===== src/hdl/ffpa_pkg.sv =====
`timescale 1ns / 1ps
// ----------------------------------------------------------------------------
// First-fit page allocator package
// Shared sizes, flag codes, register indexes and the structs that pass
// between the sequencer, the flag memory and the top level.
// ----------------------------------------------------------------------------
package ffpa_pkg;

    // Page table geometry.
    localparam int PAGE_TOTAL = 256;
    localparam int IDX_W      = (PAGE_TOTAL > 1) ? $clog2(PAGE_TOTAL) : 1;
    localparam int CNT_W      = $clog2(PAGE_TOTAL + 1);

    // Field and register widths.
    localparam int ADDR_W       = 32;
    localparam int SHIFT_W      = 5;
    localparam int PAGE_COUNT_W = 9;
    localparam int FIRST_PAGE_W = 8;
    localparam int CFG_IDX_W    = 1;
    localparam int CFG_DATA_W   = 32;

    // Per-page flag codes: bit 0 is taken, bit 1 marks the last page of a run.
    localparam int FLAG_W = 2;
    localparam logic [FLAG_W-1:0] FLAG_EMPTY = 2'b00;
    localparam logic [FLAG_W-1:0] FLAG_TAKEN = 2'b01;
    localparam logic [FLAG_W-1:0] FLAG_LAST  = 2'b10;

    // Request function codes.
    localparam logic FUNC_CLEAR = 1'b0;
    localparam logic FUNC_ALLOC = 1'b1;

    // Configuration register indexes and reset values.
    localparam logic [CFG_IDX_W-1:0] CFG_ALLOC_BASE = 1'b0;
    localparam logic [CFG_IDX_W-1:0] CFG_PAGE_SHIFT = 1'b1;
    localparam logic [ADDR_W-1:0]    ALLOC_BASE_RESET = '0;
    localparam logic [SHIFT_W-1:0]   PAGE_SHIFT_RESET = 5'd10;

    // Access from the sequencer to the flag memory.
    typedef struct packed {
        logic              clear;
        logic              rd_en;
        logic [IDX_W-1:0]  rd_addr;
        logic              wr_en;
        logic [IDX_W-1:0]  wr_addr;
        logic [FLAG_W-1:0] wr_data;
    } t_mem_req;

    // Completed request from the sequencer to the output stage.
    typedef struct packed {
        logic             done;
        logic             success;
        logic             has_addr;
        logic [IDX_W-1:0] start;
    } t_result;

endpackage


===== src/hdl/ffpa_flag_mem.sv =====
`timescale 1ns / 1ps
// ----------------------------------------------------------------------------
// Page flag memory
// Synchronous flag table with one write and one registered read per cycle.
// A valid bit per page lets a clear request empty the whole table at once.
// ----------------------------------------------------------------------------
module ffpa_flag_mem (
    input  logic                           i_clk,
    input  logic                           i_rst_n,
    input  ffpa_pkg::t_mem_req             i_req,
    output logic [ffpa_pkg::FLAG_W-1:0]    o_rd_flags
);

    logic [ffpa_pkg::FLAG_W-1:0] r_mem [ffpa_pkg::PAGE_TOTAL];
    logic [ffpa_pkg::PAGE_TOTAL-1:0] r_valid;
    logic [ffpa_pkg::FLAG_W-1:0] r_rd_data;
    logic                        r_rd_valid;

    // Flag storage: write port and registered read port.
    always_ff @(posedge i_clk) begin
        if (i_req.wr_en) begin
            r_mem[i_req.wr_addr] <= i_req.wr_data;
        end
        if (i_req.rd_en) begin
            r_rd_data  <= r_mem[i_req.rd_addr];
            r_rd_valid <= r_valid[i_req.rd_addr];
        end
    end

    // Valid bits: reset and clear empty every page at once.
    always_ff @(posedge i_clk) begin
        if (!i_rst_n || i_req.clear) begin
            r_valid <= '0;
        end else if (i_req.wr_en) begin
            r_valid[i_req.wr_addr] <= 1'b1;
        end
    end

    // A page never written since the last clear reads as empty.
    assign o_rd_flags = r_rd_valid ? r_rd_data : ffpa_pkg::FLAG_EMPTY;

    // A clear never coincides with a flag write.
    assert property (@(posedge i_clk) disable iff (!i_rst_n)
        !(i_req.clear && i_req.wr_en))
        else $error("flag write during clear");

    // A read and a write never target the table in the same cycle.
    assert property (@(posedge i_clk) disable iff (!i_rst_n)
        !(i_req.rd_en && i_req.wr_en))
        else $error("flag read and write overlap");

endmodule


===== src/hdl/ffpa_ctrl.sv =====
`timescale 1ns / 1ps
// ----------------------------------------------------------------------------
// Allocation sequencer
// Scans the flag memory from page 0 one page per cycle, then marks the
// found run taken one page per cycle and reports the result.
// ----------------------------------------------------------------------------
module ffpa_ctrl (
    input  logic                                i_clk,
    input  logic                                i_rst_n,
    input  logic                                start,
    input  logic                                i_func,
    input  logic [ffpa_pkg::PAGE_COUNT_W-1:0]   i_page_count,
    input  logic [ffpa_pkg::FLAG_W-1:0]         i_rd_flags,
    output logic                                busy,
    output ffpa_pkg::t_mem_req                  o_mem,
    output ffpa_pkg::t_result                   o_res
);

    localparam logic [1:0] S_IDLE  = 2'd0;
    localparam logic [1:0] S_SCAN  = 2'd1;
    localparam logic [1:0] S_WRITE = 2'd2;

    localparam logic [ffpa_pkg::IDX_W-1:0] LAST_IDX =
        ffpa_pkg::IDX_W'(ffpa_pkg::PAGE_TOTAL - 1);

    logic [1:0]                   r_state, n_state;
    logic [ffpa_pkg::IDX_W-1:0]   r_idx, n_idx;
    logic [ffpa_pkg::CNT_W-1:0]   r_run, n_run;
    logic [ffpa_pkg::CNT_W-1:0]   r_count, n_count;
    logic [ffpa_pkg::IDX_W-1:0]   r_wr_idx, n_wr_idx;
    logic [ffpa_pkg::IDX_W-1:0]   r_end, n_end;
    logic [ffpa_pkg::IDX_W-1:0]   r_start, n_start;
    ffpa_pkg::t_result            r_res, n_res;
    logic                         accept;
    logic                         count_bad;
    logic [ffpa_pkg::CNT_W-1:0]   run_next;
    logic [ffpa_pkg::IDX_W-1:0]   found_start;

    assign busy   = (r_state != S_IDLE);
    assign accept = start && !busy;
    assign o_res  = r_res;

    assign count_bad = (i_page_count == '0) ||
                       (32'(i_page_count) > 32'(ffpa_pkg::PAGE_TOTAL));
    assign run_next  = (i_rd_flags == ffpa_pkg::FLAG_EMPTY) ?
                       r_run + ffpa_pkg::CNT_W'(1) : '0;
    assign found_start = ffpa_pkg::IDX_W'(32'(r_idx) + 32'd1 - 32'(r_count));

    // Next-state logic for the scan and mark sequence.
    always_comb begin
        n_state  = r_state;
        n_idx    = r_idx;
        n_run    = r_run;
        n_count  = r_count;
        n_wr_idx = r_wr_idx;
        n_end    = r_end;
        n_start  = r_start;
        n_res    = '0;
        o_mem    = '0;
        unique case (r_state)
            S_IDLE: begin
                if (accept) begin
                    if (i_func == ffpa_pkg::FUNC_CLEAR) begin
                        o_mem.clear   = 1'b1;
                        n_res.done    = 1'b1;
                        n_res.success = 1'b1;
                    end else if (count_bad) begin
                        n_res.done = 1'b1;
                    end else begin
                        o_mem.rd_en   = 1'b1;
                        o_mem.rd_addr = '0;
                        n_idx   = '0;
                        n_run   = '0;
                        n_count = ffpa_pkg::CNT_W'(i_page_count);
                        n_state = S_SCAN;
                    end
                end
            end
            S_SCAN: begin
                // Data for page r_idx arrives now; fetch the next page.
                o_mem.rd_en   = 1'b1;
                o_mem.rd_addr = r_idx + ffpa_pkg::IDX_W'(1);
                n_run = run_next;
                if (run_next == r_count) begin
                    n_start  = found_start;
                    n_wr_idx = found_start;
                    n_end    = r_idx;
                    n_state  = S_WRITE;
                end else if (r_idx == LAST_IDX) begin
                    n_res.done = 1'b1;
                    n_state    = S_IDLE;
                end else begin
                    n_idx = r_idx + ffpa_pkg::IDX_W'(1);
                end
            end
            S_WRITE: begin
                o_mem.wr_en   = 1'b1;
                o_mem.wr_addr = r_wr_idx;
                if (r_wr_idx == r_end) begin
                    o_mem.wr_data  = ffpa_pkg::FLAG_TAKEN | ffpa_pkg::FLAG_LAST;
                    n_res.done     = 1'b1;
                    n_res.success  = 1'b1;
                    n_res.has_addr = 1'b1;
                    n_res.start    = r_start;
                    n_state        = S_IDLE;
                end else begin
                    o_mem.wr_data = ffpa_pkg::FLAG_TAKEN;
                    n_wr_idx      = r_wr_idx + ffpa_pkg::IDX_W'(1);
                end
            end
            default: begin
                n_state = S_IDLE;
            end
        endcase
    end

    // Control registers.
    always_ff @(posedge i_clk) begin
        if (!i_rst_n) begin
            r_state <= S_IDLE;
            r_res   <= '0;
        end else begin
            r_state <= n_state;
            r_res   <= n_res;
        end
    end

    // Scan and mark bookkeeping.
    always_ff @(posedge i_clk) begin
        r_idx    <= n_idx;
        r_run    <= n_run;
        r_count  <= n_count;
        r_wr_idx <= n_wr_idx;
        r_end    <= n_end;
        r_start  <= n_start;
    end

    // The mark pass never runs past the last page of the found run.
    assert property (@(posedge i_clk) disable iff (!i_rst_n)
        (r_state == S_WRITE) |-> (r_wr_idx <= r_end))
        else $error("mark pass overran its run");

    // A clear or a rejected count reports in the next cycle.
    assert property (@(posedge i_clk) disable iff (!i_rst_n)
        (accept && (i_func == ffpa_pkg::FUNC_CLEAR || count_bad)) |=>
        (r_res.done && !busy))
        else $error("immediate request did not report");

    // An address is only ever reported with a successful result.
    assert property (@(posedge i_clk) disable iff (!i_rst_n)
        (r_res.done && r_res.has_addr) |-> r_res.success)
        else $error("address reported without success");

endmodule


===== src/hdl/first_fit_page_allocator.sv =====
`timescale 1ns / 1ps
// ----------------------------------------------------------------------------
// First-fit page allocator
// Keeps a taken flag and a last-of-run flag per page and hands out the
// lowest-addressed run of free pages that fits each allocate request.
// ----------------------------------------------------------------------------
// Each request returns exactly one result, shown for one cycle on o_strobe;
// the receiver must take it then. A clear request or an allocate request
// with a count of zero or above the table size reports from idle through
// the sequencer's result register and then the output register. An
// allocate request scans the flag memory from page 0, one page per cycle
// through its registered read port, until the run is found or the table
// is exhausted; a found run is then marked one page per cycle. busy is
// high only while a scan or mark pass runs, so a new request may be
// accepted while the previous result is still on its way to the output;
// results always leave in request order.
// Configuration writes take effect at once and must only be made while idle.
// ----------------------------------------------------------------------------
module first_fit_page_allocator (
    input  logic                                i_clk,
    input  logic                                i_rst_n,
    input  logic                                start,
    output logic                                busy,
    input  logic                                i_func,
    input  logic [ffpa_pkg::PAGE_COUNT_W-1:0]   i_page_count,
    output logic                                o_strobe,
    output logic [ffpa_pkg::ADDR_W-1:0]         o_address,
    output logic [ffpa_pkg::FIRST_PAGE_W-1:0]   o_first_page,
    output logic                                o_success,
    input  logic                                i_cfg_we,
    input  logic [ffpa_pkg::CFG_IDX_W-1:0]      i_cfg_index,
    input  logic [ffpa_pkg::CFG_DATA_W-1:0]     i_cfg_wdata
);

    logic [ffpa_pkg::ADDR_W-1:0]       r_alloc_base;
    logic [ffpa_pkg::SHIFT_W-1:0]      r_page_shift;
    logic                              r_strobe;
    logic [ffpa_pkg::ADDR_W-1:0]       r_address;
    logic [ffpa_pkg::FIRST_PAGE_W-1:0] r_first_page;
    logic                              r_success;
    ffpa_pkg::t_mem_req                mem_req;
    ffpa_pkg::t_result                 res;
    logic [ffpa_pkg::FLAG_W-1:0]       rd_flags;
    logic [ffpa_pkg::ADDR_W-1:0]       run_address;

    // Sequencer and flag memory.
    ffpa_ctrl u_ctrl (
        .i_clk        (i_clk),
        .i_rst_n      (i_rst_n),
        .start        (start),
        .i_func       (i_func),
        .i_page_count (i_page_count),
        .i_rd_flags   (rd_flags),
        .busy         (busy),
        .o_mem        (mem_req),
        .o_res        (res)
    );

    ffpa_flag_mem u_flag_mem (
        .i_clk      (i_clk),
        .i_rst_n    (i_rst_n),
        .i_req      (mem_req),
        .o_rd_flags (rd_flags)
    );

    // Configuration registers; unknown indexes are ignored.
    always_ff @(posedge i_clk) begin
        if (!i_rst_n) begin
            r_alloc_base <= ffpa_pkg::ALLOC_BASE_RESET;
            r_page_shift <= ffpa_pkg::PAGE_SHIFT_RESET;
        end else if (i_cfg_we) begin
            unique case (i_cfg_index)
                ffpa_pkg::CFG_ALLOC_BASE: begin
                    r_alloc_base <= ffpa_pkg::ADDR_W'(i_cfg_wdata);
                end
                ffpa_pkg::CFG_PAGE_SHIFT: begin
                    r_page_shift <= i_cfg_wdata[ffpa_pkg::SHIFT_W-1:0];
                end
                default: begin
                end
            endcase
        end
    end

    // Start address of the run, wrapping modulo 2^32.
    assign run_address = r_alloc_base +
                         (ffpa_pkg::ADDR_W'(res.start) << r_page_shift);

    // Result register.
    always_ff @(posedge i_clk) begin
        if (!i_rst_n) begin
            r_strobe <= 1'b0;
        end else begin
            r_strobe <= res.done;
        end
    end

    always_ff @(posedge i_clk) begin
        r_address    <= res.has_addr ? run_address : '0;
        r_first_page <= ffpa_pkg::FIRST_PAGE_W'(res.start);
        r_success    <= res.success;
    end

    assign o_strobe     = r_strobe;
    assign o_address    = r_address;
    assign o_first_page = r_first_page;
    assign o_success    = r_success;

    // A failed request carries neither an address nor a page index.
    assert property (@(posedge i_clk) disable iff (!i_rst_n)
        (o_strobe && !o_success) |-> (o_address == '0 && o_first_page == '0))
        else $error("failure result carries data");

endmodule


===== config.mk =====
export PLATFORM = sky130hd
export DESIGN_NAME = first_fit_page_allocator
export DESIGN_NICKNAME = d
export VERILOG_FILES = /design/src/hdl/ffpa_pkg.sv /design/src/hdl/ffpa_flag_mem.sv /design/src/hdl/ffpa_ctrl.sv /design/src/hdl/first_fit_page_allocator.sv
export SDC_FILE = /design/constraint.sdc
export NUM_CORES = 2
export LEC_CHECK = 0
export ABC_AREA = 1
export CORE_MARGIN = 2
export CORE_UTILIZATION = 55
export DETAILED_ROUTE_END_ITERATION = 10
export DONT_BUFFER_PORTS = 1
export GPL_TIMING_DRIVEN = 0
export PLACE_DENSITY = 0.75
export REMOVE_ABC_BUFFERS = 1
export SYNTH_ARGS = -nofsm -noshare
export SYNTH_HDL_FRONTEND = slang
export SYNTH_SLANG_ARGS = --single-unit

===== constraint.sdc =====
create_clock -name i_clk -period 19 [get_ports i_clk]
set_input_delay 1.9 -clock i_clk [delete_from_list [all_inputs] [get_ports i_clk]]
set_output_delay 1.9 -clock i_clk [all_outputs]
set_load 0.005 [all_outputs]

==> out/results.txt <==
Die Height -> 272.9 µm
ANT nets after route -> 0
Antenna violations before repair -> 0
P_sw -> 1.072 mW
Vias per inst -> 5.808
Clock buffer count from CTS -> 90
Fin worst setup slack -> 14300 ps
Tmin final -> 4701 ps
CP Launch Point -> u_ctrl.r_idx[0]
Seq cells post-synth -> 913
Reg clk slew, reported paths -> 60 ps
Global-route wire length before repair -> 160900 µm
Post-synthesis sequential area ratio -> 60.19%
Largest cells by area after synthesis -> edfxtp_1, dfxtp_1, nor2_1, nand3_1, o21ai_0
Worst hold endpoint -> o_success
Max Clk Rate -> 0.2127 GHz
Crit path launch type -> register
CP peak stage delay -> 920 ps
Finished Layout Cells -> 5371
Mapped cell area -> 39770 µm²
Final WL -> 105400 µm
Remaining DRCs -> 0
Maximum root-to-sink buffer count -> 3
CORE AREA -> 71490 µm²
Placer Congestion -> 0.9239
Hold buffers post-CTS -> 0
Via Count -> 31200
Synth top area share -> 42.67%
Slew Limit Fails -> 17
Syn Area/Cell -> 8.888 µm²
Setup bufs post-CTS -> 0
Nets -> 4446
Initial DRC Count -> 3379
Area Growth Syn to Fin -> 9.779%
Crit path capture type -> register
Sw frac -> 24.64%
Clock share of power -> 41.8%
Max-cap violation count -> 2
Placed cells -> 5202
PortBufs -> 0
Total Routing Usage GR -> 27.98%
Crit Reg-Reg Endpoint -> u_flag_mem.r_rd_data[1]
Fin. Hold Viols -> 0
RSZ-0062 raised after global routing -> false
WP buf/inv -> 4
Logic pwr share -> 9.6%
Chip Width -> 272.9 µm
Most numerous cell in the Yosys netlist -> nor2_1
Cell internal pwr -> 3.279 mW
GRT overflow -> 0
Share of layout cells above drive strength 1 -> 4.502%
Rel. slew slack -> -3.163%
Failing checks -> max-capacitance violations, max-slew violations
LEAKAGE -> 15.08 nW
Outcome -> complete, but fails checks
Setup Viol. Count Final -> 0
Slowest-stage cell, CP -> nor2_4
Cell repeated most along the worst path -> nand3_1
Kind of critical path -> reg -> reg
HP Class -> reg -> reg
Async SR Flop Fraction -> 0%
TNS Setup -> 0 ps
Pin count of the biggest net entering global routing -> 167
Initial Util -> 55.63%
Wire per inst -> 19.63 µm
Flop-to-flop setup slack -> 14300 ps
Synth unique cells -> 45
Root Buffer Master -> clkbuf_16
DP HPWL -> 61190 µm
Router iterations before antenna repair -> 8
YS warnings -> 0
DIE AREA -> 74470 µm²
Ports -> 90
Hold path depth -> 0
Post-synth EDFFs -> 565
Filler cells -> 5881
Critical-path maximum fanout -> 56
Worst R2R Path Depth -> 15
Clock Skew -> 20.11 ps
Worst reg2reg path startpoint -> u_ctrl.r_idx[0]
Cell family with the largest share of critical-path delay -> simple AND/OR/NAND/NOR gates
Cell Chain, Critical Path -> ha_1 > nand2_1 > nand2_1 > nor2_4 > buf_12 > buf_12 > inv_4 > buf_16 > o211ai_1 > nand3_1 > nand3_1 > nand3_1 > nand3_1 > nand3_1 > nand2_1
Resize count post-CTS -> 0
H-Tree Level Count -> 3
Vias in the first global route -> 29380
Part of the cycle the worst path needs -> 24.74%
Most used flip-flop cell after synthesis -> edfxtp_1
Tightest Pin Transition -> 1546 ps
WP data required -> 19520 ps
Multi-input gate area -> 13770 µm²
FF/Latch Area -> 23930 µm²
Post-Place Setup Slack -> 14380 ps
Sequential power share -> 48.6%
Post-synthesis instance total -> 4474
Clock Sinks -> 913
Cell taking the most area after synthesis -> edfxtp_1
CTS tree -> yes
Worst VDD drop -> 0.08650 mV
Num rows -> 98
Crit path DAT -> 5220 ps
Clk_lat worst skew -> 670 ps
Hold Path Origin -> u_ctrl.o_res[9]
Most frequent cells after synthesis -> nor2_1, edfxtp_1, nand3_1
Pwr/cell area -> 99.68 nW/µm²
Hold_ws -> 335.0 ps
[worst reg2reg max path: stages (launching register included)]
cell,delay (ps)
edfxtp_1,560
ha_1,290
nand2_1,130
nand2_1,440
nor2_4,920
buf_12,310
buf_12,290
inv_4,260
buf_16,270
o211ai_1,220
nand3_1,170
nand3_1,130
nand3_1,100
nand3_1,190
nand3_1,190
nand2_1,110
[power groups by stage]
| stage | Clock (mW) | Sequential, mW | Combinational (mW) |
|---|---|---|---|
| 6_report | 1.82 | 2.12 | 0.418 |
| 5_1_grt | 1.91 | 2.12 | 0.458 |
| 4_1_cts | 1.82 | 2.11 | 0.412 |
| 3_5_place_dp | 0 | 2.16 | 0.409 |
| 3_3_place_gp | 0 | 2.16 | 0.400 |
| 2_1_floorplan | 0 | 2.15 | 0.268 |
[kinds of logic (layout without fill, tap and decap cells)]
| family | after synthesis | in the layout | share of synthesized area [%] |
|---|---|---|---|
| flip-flops | 913 | 913 | 60.19 |
| other | 0 | 1 | 0 |
| adder cells (fa/ha/maj) | 54 | 54 | 1.737 |
| XOR/XNOR | 15 | 15 | 0.3304 |
| AO/OA/AOI/OAI | 667 | 667 | 9.137 |
| buffers and inverters | 537 | 483 | 5.365 |
| AND/OR/NAND/NOR | 2286 | 2286 | 23.20 |
| multiplexers | 2 | 2 | 0.05034 |
[stage by stage]
stage / power, mW / area (µm²) / util, %
after global routing: 4.480 / 43650 / 61.06
final: 4.352 / 43650 / 61.07
after global placement: 2.556 / 39910 / 55.83
after detailed placement: 2.565 / 40590 / 56.78
after floorplan: 2.419 / 38720 / -
after CTS: 4.351 / 43620 / 61.02
[how the worst max path moves through the flow]
| stage | to | slack [ps] | cells past startpoint |
|---|---|---|---|
| 2_1_floorplan | u_flag_mem.r_mem[0][1] | 10720 | 4 |
| 3_3_place_gp | u_flag_mem.r_mem[23][1] | 2790 | 4 |
| 3_5_place_dp | u_flag_mem.r_rd_valid | 14380 | 15 |
| 4_1_cts | u_flag_mem.r_rd_valid | 14350 | 15 |
| 5_1_grt | u_flag_mem.r_rd_data[0] | 14110 | 15 |
| 6_report | u_flag_mem.r_rd_data[1] | 14300 | 15 |
[metal layers]
metal  vias up  wire length [µm]  global-route usage, %
li1      14690                 -                      -
met1     14720             41420                  36.02
met2      1521             49340                  46.02
met3       265              9949                  5.008
met4         0              4714                  13.22
met5         -                 0                      0
[layout by cell type (no fill, tap or decap), types with 4 or more instances in the layout]
master / instances
or2_2: 20
nor3_1: 14
a21o_1: 5
xor2_1: 10
inv_1: 281
buf_16: 16
bufinv_16: 6
nor4_1: 4
inv_2: 5
nor2_1: 1519
o22ai_1: 11
clkinv_1: 7
edfxtp_1: 565
buf_12: 8
clkinv_2: 9
clkbuf_16: 94
o211ai_1: 77
o21ai_1: 40
o21bai_1: 5
ha_1: 51
clkbuf_8: 17
clkbuf_1: 29
o21a_1: 7
a31oi_1: 12
o21ai_0: 375
nand4_1: 16
dfxtp_1: 348
a21oi_1: 126
nand3_1: 389
nand2_1: 309
xnor2_1: 5
[layout make-up]
cell class / instances / area share, %
clock inverter: 27 / 0.7710
multi-input combinational: 3024 / 31.54
sequential: 913 / 54.82
antenna: 1 / 0.005732
clock buffer: 140 / 6.174
tap: 950 / 2.723
inverter: 291 / 2.548
timing repair buffer: 25 / 1.410
[flip-flops by register name, indices dropped and copies added (netlist names)]
register and cells:
r_page_shift 5, o_first_page 8, r_alloc_base 32, u_flag_mem.r_mem 512
o_address 32, u_flag_mem.r_valid 256, u_ctrl.r_state 2, u_ctrl.r_count 9
u_flag_mem.r_rd_valid 1, u_flag_mem.r_rd_data 2, u_ctrl.o_res 11, u_ctrl.r_wr_idx 8
u_ctrl.r_run 9, o_strobe 1, u_ctrl.r_end 8, u_ctrl.r_idx 8
u_ctrl.r_start 8, o_success 1
(Power assumes the default switching activity.)
